File: src/hdl/rop_ram.sv
// Generic single-port-write, single-port-read RAM with registered read data.
module rop_ram #(
    parameter int WIDTH = 8,
    parameter int DEPTH = 16
) (
    input  logic                     i_clk,
    input  logic                     i_we,
    input  logic [$clog2(DEPTH)-1:0] i_waddr,
    input  logic [WIDTH-1:0]         i_wdata,
    input  logic [$clog2(DEPTH)-1:0] i_raddr,
    output logic [WIDTH-1:0]         o_rdata
);
    logic [WIDTH-1:0] r_mem [DEPTH];

    always_ff @(posedge i_clk) begin
        if (i_we) begin
            r_mem[i_waddr] <= i_wdata;
        end
        o_rdata <= r_mem[i_raddr];
    end
endmodule

File: config.mk
export PLATFORM = sky130hd
export DESIGN_NAME = rop_ram
export DESIGN_NICKNAME = d
export VERILOG_FILES = /design/src/hdl/rop_ram.sv
export SDC_FILE = /design/constraint.sdc
export NUM_CORES = 1
export LEC_CHECK = 0
export ABC_AREA = 1
export BUFFER_PORTS_ARGS = -buffer_cell sky130_fd_sc_hd__buf_2
export CAP_MARGIN = 20
export CORE_ASPECT_RATIO = 0.7
export CORE_MARGIN = 5
export CORE_UTILIZATION = 25
export CTS_CLUSTER_DIAMETER = 100
export DETAILED_ROUTE_END_ITERATION = 6
export PLACE_DENSITY = 0.41
export SLEW_MARGIN = 25
export SYNTH_ARGS = -nofsm -noshare
export SYNTH_HDL_FRONTEND = slang
export SYNTH_SLANG_ARGS = --single-unit
File: constraint.sdc
create_clock -name i_clk -period 1.42 [get_ports i_clk]
set_clock_uncertainty 0.1 [all_clocks]
set_input_delay 0.142 -clock i_clk [delete_from_list [all_inputs] [get_ports i_clk]]
set_output_delay 0.142 -clock i_clk [all_outputs]
set_load 0.02 [all_outputs]
Yosys cells after proc, flatten, opt, wreduce, memory -nomap -nowiden. Memories as Yosys holds them, arrays and structs flattened. A register that Yosys moved wholly into a read port is not among the register bits. Cells that the tools add are included.

Flip-flop bits (word level): 0. Latch bits: 0. Memory bits (writable): 128. ROM bits: 0. Output and inout port bits: 8. Word-level logic and storage cells: 3. Memories: 1.

Memory list: r_mem (depth 16, width 8, rd ports 1, clocked after Yosys merged registers in 1, write ports 1, line 13) `logic [WIDTH-1:0] r_mem [DEPTH];`.

Add/sub/neg operators: 0. Multipliers: 0. Div/mod/pow operators: 0. Magnitude comparators: 0. Equal/unequal tests: 0. Shift operators: 0. Multiplexer cells: 2. Bitwise gates (word level): 0. Reductions and logical operators: 0.

Operators by type and width (number): $mux W1 (2).

Logic depth before layout (Yosys ltp). Gate-level depths: netlist of run 1.

Word-level depth: 2. Gate-level depth with buffers: 8. Gate-level depth less buffers: 7.

Worst setup path after synthesis of run 1. OpenSTA, ideal clock, no wires.

Kind: input to register. Start: input port i_waddr[2]. End: memory r_mem[10][0], enable pin. Data arrival time: 723 ps. Required time: 950 ps. Path slack: 227 ps. Stages on the path: 2. Buffers on the path: 0. Path through: nand3b_1 -> nor2_1.

RTL lines: start, declared (line 8) `input logic [$clog2(DEPTH)-1:0] i_waddr,`; end, declared (line 13).

Straight into the memory's write port.

Final worst setup path of run 1.
Start: register o_rdata[3], read port of r_mem. End: output port o_rdata[3].

RTL lines: start, declared (line 11) `output logic [WIDTH-1:0] o_rdata`.

No word-level cell between the ends.

==> summary.txt, run 1 <==
Outcome
  • Status: completed

Power
  • Switching part of the total power: 0.221
  • Int Power: 7.59 mW
  • P_sw: 2.15 mW
  • Clock power frac: 0.469
  • Leak: 2.98 nW
  • Pwr Density: 1390 nW/um^2
  • Comb pwr share: 0.066
  • Max IR drop VDD: 0.821 mV
  • Flop pwr share: 0.465

Die
  • Core area: 22700 sq um
  • DIE WIDTH: 192 um
  • Die area: 26300 sq um
  • Die Span Y: 137 um
  • Initial core utilization: 0.254
  • FP Rows: 46
  • Ports: 26

Drt
  • WL/cell: 16.7 um
  • Vias per inst: 4.24
  • Via count: 3926
  • Starting DRT DRC Count: 284
  • Drt pass-1 iters: 4
  • Final ANT Viol Nets: 0
  • DRC Markers: 0
  • Drt total wl: 15.4 mm

Clock tree
  • Clk slew on worst S/H paths: 60 ps
  • Root buffer cell: clkbuf_16
  • Post-CTS Resized: 0
  • H-tree depth: 4
  • CTS tree: yes
  • Hold_buf cts: 0
  • CTS buffer count: 17
  • Clock latency on the worst-skew pair: 420 ps
  • # Post-CTS Setup Buffers: 0
  • Max Root-Sink Buffers: 2
  • Sink Count: 136

Timing
  • WHS: 34.7 ps
  • RSZ-0062 raised after global routing: no
  • Fin crit share: 0.904
  • Final hold vios: 0
  • Final WS setup: 136 ps
  • Setup violators final: 0
  • Max Freq: 0.779 GHz
  • Slew Limit Fails: 0
  • Slew margin rel.: 0.716
  • Min Tclk post-route: 1280 ps
  • Least-Margin Pin Slew: 426 ps

Min path
  • Worst hold path type: input port to register

Finish
  • Area grow syn2layout: 21.7%
  • # diodes: 0
  • Layout cell share with drive strength beyond 1: 0.137
  • Post-layout util: 0.309
  • Post-layout instance area: 7020 sq um
  • Fin nets: 618

Global route
  • Total gr overflow: 0
  • GR Util All Layers: 0.124
  • First-pass GRT wire length: 23.2 mm
  • Initial antenna violation count: 1
  • Largest net degree at the start of global routing: 33
  • Vias in the first global route: 3759

Critical path
  • Worst-path cell chain: buf_2
  • Worst EP arrival: 1040 ps
  • Worst setup EP type: output port
  • Critical path type: register to output port
  • Top delay family on crit path: flip-flops
  • Critical path buffers and inverters: 1
  • CP peak stage delay: 410 ps
  • CP startpoint kind: register
  • Slowest cell on crit path: dfxtp_1
  • Largest fanout on the critical path: 1
  • Data required time of the worst path: 1180 ps

Yosys
  • Avg Cell Area, Syn: 10.5 sq um
  • Post-synthesis sequential area ratio: 0.694
  • Share of the synthesized area in the top cell type: 0.667
  • Most common library cells after synthesis: nand2_1 (173), edfxtp_1 (128), inv_1 (100), nand3_1 (97), nor2_1 (17)
  • Asr flop ratio synth: 0
  • Gate Count Post-Synth: 551
  • EDFF count, synth: 128
  • Synth cell types: 12
  • Syn nets: 569
  • Yosys reg bits: 136
  • Synth Flop Type: edfxtp_1
  • Most common cell in the synthesized netlist: nand2_1
  • Post-synthesis instance area: 5770 sq um
  • Synth top area cells: edfxtp_1 (67%), nand2_1 (11%), nand3_1 (8.4%), inv_1 (6.5%), dfxtp_1 (2.8%)
  • Yosys warns: 0
  • Synth area leader: edfxtp_1

Place
  • PortBufs: 25
  • Pre-CTS setup slack: -94.8 ps
  • Placement Cell Area: 6410 sq um
  • Gpl congestion: 0.799
  • Final HPWL DP: 10.3 mm

Flow run
  • Max-Cap Viols: 0
worst paths after layout:
path | start | endpoint | slack (ps) | depth (start not counted)
setup / recovery | o_rdata[3] | o_rdata[3] | 140 | 1
hold / removal | i_raddr[3] | o_rdata[3] | 30 | 3
setup reg to reg | r_mem[0][7] | o_rdata[7] | 200 | 6
hold reg to reg | r_mem[11][3] | o_rdata[3] | 570 | 6
state kept, by name, indices dropped and copies added, names as in the netlist:
| name | cells |
|---|---|
| r_mem | 128 |
| o_rdata | 8 |
cell families (layout without fill, tap and decap cells):
kind of cell  Yosys count  after routing  share of synthesized area
buf+inv               126            188                     0.0952
flops                 136            136                      0.694
simple gates          289            289                      0.210
layer usage:
layer / global-route usage / wire length [um] / vias up
li1: - / - / 1875
met1: 0.192 / 8220 / 1935
met2: 0.167 / 6150 / 102
met3: 0.0319 / 889 / 14
met4: 0.0339 / 160 / 0
met5: 0 / 0 / -
cells in the final DEF (no fill, tap or decap), drive strengths merged:
cell type  instances
buf               54
bufinv             4
clkbuf            17
clkinv             7
clkinvlp           4
dfxtp              8
edfxtp           128
inv              102
nand2            173
nand3             97
nand3b             2
nor2              17
power groups by stage:
stage / clock network, mW / registers (mW) / logic [mW]
6_report: 4.57 / 4.53 / 0.644
5_1_grt: 4.87 / 4.53 / 0.707
4_1_cts: 4.66 / 4.53 / 0.652
3_5_place_dp: 0 / 4.61 / 0.649
3_3_place_gp: 0 / 4.61 / 0.650
2_1_floorplan: 0 / 4.63 / 0.317
area by class of cell:
| class | instances | area, sq um |
|---|---|---|
| Fill cell | 2405 | 15700 |
| Sequential cell | 136 | 4000 |
| Multi-Input combinational cell | 289 | 1210 |
| Clock buffer | 17 | 425 |
| Timing Repair Buffer | 54 | 418 |
| Tap cell | 312 | 390 |
| Inverter | 102 | 383 |
| Clock inverter | 15 | 184 |
per-stage QoR:
stage               setup TNS [ps]  cells  total power, mW
global placement              -173    893             5.26
CTS                              0    925             9.84
floorplan                        0    551             4.94
global route                     0    925             10.1
detailed placement            -188    893             5.26
finish                           0    925             9.74
Note: power is estimated with default switching activity, not from simulation.
==> inputs of run 2 (changes only) <==
--- a/config.mk
+++ b/config.mk
@@ -10,10 +10,10 @@
 export CAP_MARGIN = 20
 export CORE_ASPECT_RATIO = 0.7
 export CORE_MARGIN = 5
-export CORE_UTILIZATION = 25
+export CORE_UTILIZATION = 45
 export CTS_CLUSTER_DIAMETER = 100
 export DETAILED_ROUTE_END_ITERATION = 6
-export PLACE_DENSITY = 0.41
+export PLACE_DENSITY = 0.63
 export SLEW_MARGIN = 25
 export SYNTH_ARGS = -nofsm -noshare
 export SYNTH_HDL_FRONTEND = slang
==> summary.txt, run 2 (same netlist as run 1, synthesis figures left out) <==
Die
  • Initial core utilization: 0.461 (was 0.254)
  • Die area: 15200 sq um (was 26300 sq um)
  • FP Rows: 34 (was 46)
  • Die Span Y: 105 um (was 137 um)
  • DIE WIDTH: 145 um (was 192 um)
  • Ports: 26 (unchanged)
  • Core area: 12500 sq um (was 22700 sq um)

Power
  • Comb pwr share: 0.063 (was 0.066)
  • Max IR drop VDD: 0.843 mV (was 0.821 mV)
  • Switching part of the total power: 0.230 (was 0.221)
  • Flop pwr share: 0.466 (was 0.465)
  • Pwr Density: 1430 nW/um^2 (was 1390 nW/um^2)
  • Leak: 2.96 nW (was 2.98 nW)
  • P_sw: 2.23 mW (was 2.15 mW)
  • Clock power frac: 0.471 (was 0.469)
  • Int Power: 7.47 mW (was 7.59 mW)

Critical path
  • Worst setup EP type: output port (unchanged)
  • Critical path type: register to output port (unchanged)
  • Top delay family on crit path: flip-flops (unchanged)
  • Worst-path cell chain: buf_2 (unchanged)
  • CP peak stage delay: 360 ps (was 410 ps)
  • Internal reg-to-reg setup slack: 250 ps (was 200 ps)
  • Worst EP arrival: 960 ps (was 1040 ps)
  • CP startpoint: o_rdata[1] (was o_rdata[3])
  • Data required time of the worst path: 1180 ps (about the same)
  • Slowest cell on crit path: dfxtp_1 (unchanged)
  • Depth of the worst register-to-register path: 6 (unchanged)
  • Largest fanout on the critical path: 1 (unchanged)
  • CP startpoint kind: register (unchanged)
  • RR Endpoint: o_rdata[0] (was o_rdata[7])
  • Worst path depth: 1 (unchanged)
  • Reg-to-Reg Start: r_mem[5][0] (was r_mem[0][7])
  • Crit path to: o_rdata[1] (was o_rdata[3])
  • Critical path buffers and inverters: 1 (unchanged)

Timing
  • Min Tclk post-route: 1200 ps (was 1280 ps)
  • Max Freq: 0.835 GHz (was 0.779 GHz)
  • Fin crit share: 0.843 (was 0.904)
  • Setup tns final: 0 ps (unchanged)
  • RSZ-0062 raised after global routing: no (unchanged)
  • Final hold vios: 0 (unchanged)
  • Least-Margin Pin Slew: 601 ps (was 426 ps)
  • Slew Limit Fails: 0 (unchanged)
  • Slew margin rel.: 0.599 (was 0.716)
  • Setup violators final: 0 (unchanged)

Global route
  • Layer with the highest usage: met1 (unchanged)
  • M3 GR Usage: 0.0532 (was 0.0319)
  • Vias in the first global route: 3685 (was 3759)
  • GR Util All Layers: 0.185 (was 0.124)
  • Total gr overflow: 0 (unchanged)
  • Largest net degree at the start of global routing: 35 (was 33)
  • First-pass GRT wire length: 21.2 mm (was 23.2 mm)
  • Met2 Usage GRT: 0.255 (was 0.167)
  • Met1 GRT Util: 0.283 (was 0.192)
  • Initial antenna violation count: 0 (was 1)

Clock tree
  • Max Root-Sink Buffers: 2 (unchanged)
  • H-tree depth: 4 (unchanged)
  • CTS buffer count: 17 (unchanged)
  • Sink Count: 136 (unchanged)
  • Clock latency on the worst-skew pair: 420 ps (about the same)
  • Clk slew on worst S/H paths: 60 ps (about the same)
  • CTS tree: yes (unchanged)
  • # Post-CTS Setup Buffers: 0 (unchanged)
  • Root buffer cell: clkbuf_16 (unchanged)

Finish
  • Layout Cells excl Fill: 771 (was 925)
  • Top Registers: r_mem (128), o_rdata (8) (unchanged)
  • Post-layout util: 0.544 (was 0.309)
  • Area grow syn2layout: 17.9% (was 21.7%)
  • Max reg flops: 128 (unchanged)
  • Fin nets: 614 (was 618)
  • Storage cell area: 4000 sq um (unchanged)
  • # diodes: 0 (unchanged)
  • Multi-input gate area: 1210 sq um (unchanged)
  • Layout cell share with drive strength beyond 1: 0.136 (was 0.137)
  • Top reg by flops: r_mem (unchanged)
  • Number of filler cells placed in the layout: 1065 (was 2405)
  • Most frequent cells in the layout: nand2_1 (173), edfxtp_1 (128), inv_1 (100) (unchanged)
  • Most common cell after layout, fill and taps aside: nand2_1 (unchanged)

Drt
  • Via count: 3907 (was 3926)
  • Starting DRT DRC Count: 455 (was 284)
  • Vias per inst: 5.07 (was 4.24)
  • Final ANT Viol Nets: 0 (unchanged)
  • DRC Markers: 0 (unchanged)
  • WL/cell: 18.0 um (was 16.7 um)
  • Drt pass-1 iters: 5 (was 4)
  • Drt total wl: 13.9 mm (was 15.4 mm)

Place
  • PortBufs: 25 (unchanged)
  • Placed cell count: 738 (was 893)
  • Gpl congestion: 0.857 (was 0.799)
  • Final HPWL DP: 8.69 mm (was 10.3 mm)

Outcome
  • Status: completed (unchanged)

Min path
  • Worst hold path type: input port to register (unchanged)

Flow run
  • Max-Cap Viols: 0 (unchanged)
==> run 2: worst register-to-register path, delay by kind of cell, from the launching register on <==
family        cells  cell delay, ps
buf+inv           1              60
flops             1             370
simple gates      5             510
==> run 2: worst min-delay path by stage <==
stage | start | endpoint | cells past startpoint
3_3_place_gp | i_raddr[3] | o_rdata[6] | 3
6_report | i_wdata[1] | r_mem[5][1] | 1
5_1_grt | i_wdata[1] | r_mem[5][1] | 1
2_1_floorplan | i_wdata[0] | r_mem[0][0] | 0
3_5_place_dp | i_raddr[3] | o_rdata[4] | 3
4_1_cts | i_wdata[1] | r_mem[5][1] | 1
==> run 2: what timing repair did <==
action | 4_1_cts | 5_1_grt
gates resized for setup | 0 | 0
hold buffers | 1 | 0
hold endpoints to repair | 6 | 0
endpoints found under the setup margin | 0 | 0
==> run 2: power groups by stage <==
| stage | clock, mW | combinational (mW) | sequential (mW) |
|---|---|---|---|
| final | 4.57 | 0.612 | 4.52 |
| after global routing | 4.80 | 0.674 | 4.52 |
| after CTS | 4.62 | 0.613 | 4.52 |
| after detailed placement | 0 | 0.607 | 4.60 |
| after global placement | 0 | 0.597 | 4.60 |
| after floorplan | 0 | 0.317 | 4.63 |
==> run 2: metrics by stage <==
| stage | cell area [sq um] | setup WS [ps] | power, mW | hold slack, ps |
|---|---|---|---|---|
| after floorplan | 5770 | 227 | 4.94 | 141 |
| after global placement | 6170 | 72.0 | 5.20 | 404 |
| after detailed placement | 6170 | 36.4 | 5.21 | 413 |
| after CTS | 6800 | 206 | 9.75 | 52.7 |
| after global routing | 6800 | 186 | 9.99 | 51.3 |
| final | 6800 | 223 | 9.70 | 51.2 |
==> run 2: cell type report <==
class,count,area share
well taps,162,0.0298
multi-input cells,289,0.179
inverters,102,0.0563
flip-flops and latches,136,0.589
repair buffers,50,0.0556
clock buffers,17,0.0626
clock inverters,15,0.0283
==> run 2: per-layer routing <==
| metal | wire length, um | part of all wire |
|---|---|---|
| met5 | 0 | 0 |
| met3 | 1320 | 0.095 |
| met4 | 176 | 0.013 |
| met2 | 5840 | 0.42 |
| met1 | 6520 | 0.47 |
==> inputs of run 3 (changes only) <==
--- a/config.mk
+++ b/config.mk
@@ -5,7 +5,7 @@
 export SDC_FILE = /design/constraint.sdc
 export NUM_CORES = 1
 export LEC_CHECK = 0
-export ABC_AREA = 1
+export ABC_AREA = 0
 export BUFFER_PORTS_ARGS = -buffer_cell sky130_fd_sc_hd__buf_2
 export CAP_MARGIN = 20
 export CORE_ASPECT_RATIO = 0.7
@@ -13,7 +13,7 @@
 export CORE_UTILIZATION = 45
 export CTS_CLUSTER_DIAMETER = 100
 export DETAILED_ROUTE_END_ITERATION = 6
-export PLACE_DENSITY = 0.63
+export PLACE_DENSITY = 0.66
 export SLEW_MARGIN = 25
 export SYNTH_ARGS = -nofsm -noshare
 export SYNTH_HDL_FRONTEND = slang
==> constraint.sdc (replaced) <==
create_clock -name i_clk -period 1.1 [get_ports i_clk]
set_clock_uncertainty 0.1 [all_clocks]
set_input_delay 0.11 -clock i_clk [delete_from_list [all_inputs] [get_ports i_clk]]
set_output_delay 0.11 -clock i_clk [all_outputs]
set_load 0.02 [all_outputs]
==> summary.txt, run 3 <==
Global route
  • Largest net degree at the start of global routing: 17 (was 35)
  • Total gr overflow: 0 (unchanged)
  • GR Util All Layers: 0.155 (was 0.185)
  • First-pass GRT wire length: 14.8 mm (was 21.2 mm)
  • Vias in the first global route: 2532 (was 3685)
  • Initial antenna violation count: 0 (unchanged)

Die
  • Die area: 13700 sq um (was 15200 sq um)
  • FP Rows: 32 (was 34)
  • DIE WIDTH: 138 um (was 145 um)
  • Initial core utilization: 0.464 (was 0.461)
  • Ports: 26 (unchanged)
  • Core area: 11100 sq um (was 12500 sq um)
  • Die Span Y: 99.5 um (was 105 um)

Critical path
  • Largest fanout on the critical path: 1 (unchanged)
  • Data required time of the worst path: 1290 ps (was 1180 ps)
  • Depth of the worst register-to-register path: 3 (was 6)
  • Worst setup EP type: register (was output port)
  • Reg-to-Reg Start: r_mem[3][2] (was r_mem[5][0])
  • Critical path type: register to register (was register to output port)
  • RR Endpoint: o_rdata[2] (was o_rdata[0])
  • Internal reg-to-reg setup slack: -250 ps (was 250 ps)
  • CP startpoint kind: register (unchanged)
  • Worst EP arrival: 1550 ps (was 960 ps)

Timing
  • Fin crit share: 1.23
  • Setup violators final: 8 (was 0)
  • Max Freq: 0.739 GHz
  • Final WS setup: -253 ps (was 223 ps)
  • Slew Limit Fails: 0 (unchanged)
  • Final hold vios: 0 (unchanged)
  • Min Tclk post-route: 1350 ps
  • WHS: 140 ps (was 51.2 ps)
  • Least-Margin Pin Slew: 995 ps (was 601 ps)
  • Slew margin rel.: 0.335 (was 0.599)
  • RSZ-0062 raised after global routing: yes (was no)

Place
  • PortBufs: 25 (unchanged)
  • Final HPWL DP: 6.38 mm (was 8.69 mm)
  • Gpl congestion: 0.720 (was 0.857)

Clock tree
  • Root buffer cell: clkbuf_16 (unchanged)
  • H-tree depth: 4 (unchanged)
  • Sink Count: 136 (unchanged)
  • Clk slew on worst S/H paths: 50 ps (was 60 ps)
  • CTS buffer count: 17 (unchanged)
  • CTS tree: yes (unchanged)
  • Clock latency on the worst-skew pair: 410 ps (was 420 ps)
  • Max Root-Sink Buffers: 2 (unchanged)

Yosys
  • Xor and xnor area share after synthesis: 0 (unchanged)
  • Yosys reg bits: 136 (unchanged)
  • Synth area leader: edfxtp_1 (unchanged)
  • Post-synthesis simple-gate area fraction: 0.0318 (was 0.210)
  • Post-synthesis sequential area ratio: 0.778 (was 0.694)
  • Asr flop ratio synth: 0 (unchanged)
  • Share of the synthesized area in the top cell type: 0.747 (was 0.667)
  • Mux cell area share after synthesis: 0.150 (was 0)
  • Syn nets: 247 (was 569)
  • Most common library cells after synthesis: edfxtp_1 (128), mux4_2 (18), a22oi_1 (16), mux4_1 (14), nor2_1 (13) (was nand2_1 (173), edfxtp_1 (128), inv_1 (100), nand3_1 (97), nor2_1 (17))
  • Yosys warns: 0 (unchanged)
  • Post-synthesis adder-cell area fraction: 0 (unchanged)
  • Largest family of logic cells by synthesized area: multiplexers (was simple AND/OR/NAND/NOR gates)
  • Synth Flop Type: edfxtp_1 (unchanged)
  • Gate Count Post-Synth: 229 (was 551)
  • Area fraction in compound gates after synthesis: 0.0233 (was 0)
  • Synth top area cells: edfxtp_1 (75%), mux4_2 (7.9%), mux4_1 (7.1%), dfxtp_1 (3.1%), a22oi_1 (2.3%) (was edfxtp_1 (67%), nand2_1 (11%), nand3_1 (8.4%), inv_1 (6.5%), dfxtp_1 (2.8%))
  • Post-synthesis instance area: 5150 sq um (was 5770 sq um)
  • Avg Cell Area, Syn: 22.5 sq um (was 10.5 sq um)
  • Most common cell in the synthesized netlist: edfxtp_1 (was nand2_1)
  • Synth cell types: 19 (was 12)
  • EDFF count, synth: 128 (unchanged)

Finish
  • # diodes: 0 (unchanged)
  • Most common cell after layout, fill and taps aside: edfxtp_1 (was nand2_1)
  • Max reg flops: 128 (unchanged)
  • Top reg by flops: r_mem (unchanged)
  • Layout cell share with drive strength beyond 1: 0.455 (was 0.136)
  • Top Registers: r_mem (128), o_rdata (8) (unchanged)
  • Most frequent cells in the layout: edfxtp_1 (128), mux4_2 (32), clkbuf_16 (17), buf_2 (17), buf_12 (17) (was nand2_1 (173), edfxtp_1 (128), inv_1 (100))
  • Area grow syn2layout: 28.4% (was 17.9%)
  • Number of filler cells placed in the layout: 809 (was 1065)
  • Fin nets: 319 (was 614)

Drt
  • DRC Markers: 0 (unchanged)
  • Via count: 2483 (was 3907)
  • Drt total wl: 9.61 mm (was 13.9 mm)
  • Drt pass-1 iters: 4 (was 5)
  • Vias per inst: 5.32 (was 5.07)
  • Final ANT Viol Nets: 0 (unchanged)
  • Starting DRT DRC Count: 198 (was 455)
  • WL/cell: 20.6 um (was 18.0 um)

Power
  • Leak: 2.21 nW (was 2.96 nW)
  • Max IR drop VDD: 1.19 mV (was 0.843 mV)
  • Total Power: 12.2 mW (was 9.70 mW)
  • Pwr Density: 1850 nW/um^2 (was 1430 nW/um^2)

Flow run
  • Max-Cap Viols: 0 (unchanged)

Min path
  • Hold Path Stages: 4 (was 1)
  • Worst Hold Launch: i_raddr[1] (was i_wdata[1])
  • WHS Endpoint: o_rdata[7] (was r_mem[5][1])
  • Worst hold path type: input port to register (unchanged)

Outcome
  • Failing checks: setup timing
  • Status: complete, but fails checks (was completed)
[run 3: worst max path at each step]
stage / from / end / cells after the start / slack [ps]
after floorplan: i_waddr[2] / r_mem[0][0] / 2 / -210
after global placement: i_raddr[0] / o_rdata[0] / 5 / -480
after detailed placement: i_raddr[0] / o_rdata[0] / 5 / -480
after CTS: r_mem[7][0] / o_rdata[0] / 3 / -260
after global routing: r_mem[0][0] / o_rdata[0] / 3 / -310
final: r_mem[3][2] / o_rdata[2] / 3 / -250
[run 3: timing repair]
item / in CTS / in global routing
hold buffers: 8 / 0
pin swaps: 3 / 3
gates cloned: 0 / 0
setup endpoints to repair: 16 / 14
setup buffers: 0 / 0
gates resized for setup: 25 / 3
endpoints found under the hold margin: 128 / 0
[run 3: through the flow]
stage           util  instance area (sq um)  instances  setup TNS [ps]  setup slack [ps]
2_1_floorplan      -                   5210        229          -12450              -213
3_3_place_gp   0.527                   5840        427          -34180              -476
3_5_place_dp   0.527                   5840        427          -36230              -480
4_1_cts        0.596                   6610        467           -1880              -256
5_1_grt        0.596                   6610        467           -2340              -306
6_report       0.596                   6610        467           -1810              -253
[run 3: cell type report]
type | count | area (sq um) | area share
Sequential cell | 136 | 4010 | 0.607
Timing Repair Buffer | 63 | 689 | 0.104
Clock buffer | 23 | 478 | 0.0723
Multi-Input combinational cell | 83 | 1120 | 0.169
Tap cell | 153 | 191 | 0.0290
Clock inverter | 9 | 123 | 0.0185
[run 3: layer usage]
| metal | vias up | share of wire | track usage |
|---|---|---|---|
| met1 | 1287 | 0.45 | 0.224 |
| met2 | 77 | 0.46 | 0.218 |
| met5 | - | 0 | 0 |
| li1 | 1108 | - | - |
| met3 | 11 | 0.071 | 0.0541 |
| met4 | 0 | 0.0095 | 0.0569 |
[run 3: where the power goes]
part           total (mW)  switching [mW]  internal [mW]  leakage, nW
Combinational       0.740           0.376          0.364        0.685
Sequential           5.85          0.0443           5.80         1.22
Clock                5.63            1.91           3.72        0.297
Total                12.2            2.33           9.89         2.21
[run 3: worst max-delay path, stage by stage (launching register included)]
cell,delay [ps]
edfxtp_1,360
mux4_2,500
a22oi_2,210
nand2_1,70
[run 3: kinds of logic after synthesis]
kind of cell           after synthesis
buffers and inverters               10
DFF                                136
muxes                               32
and+or+nand+nor                     35
AOI/OAI and AO/OA                   16
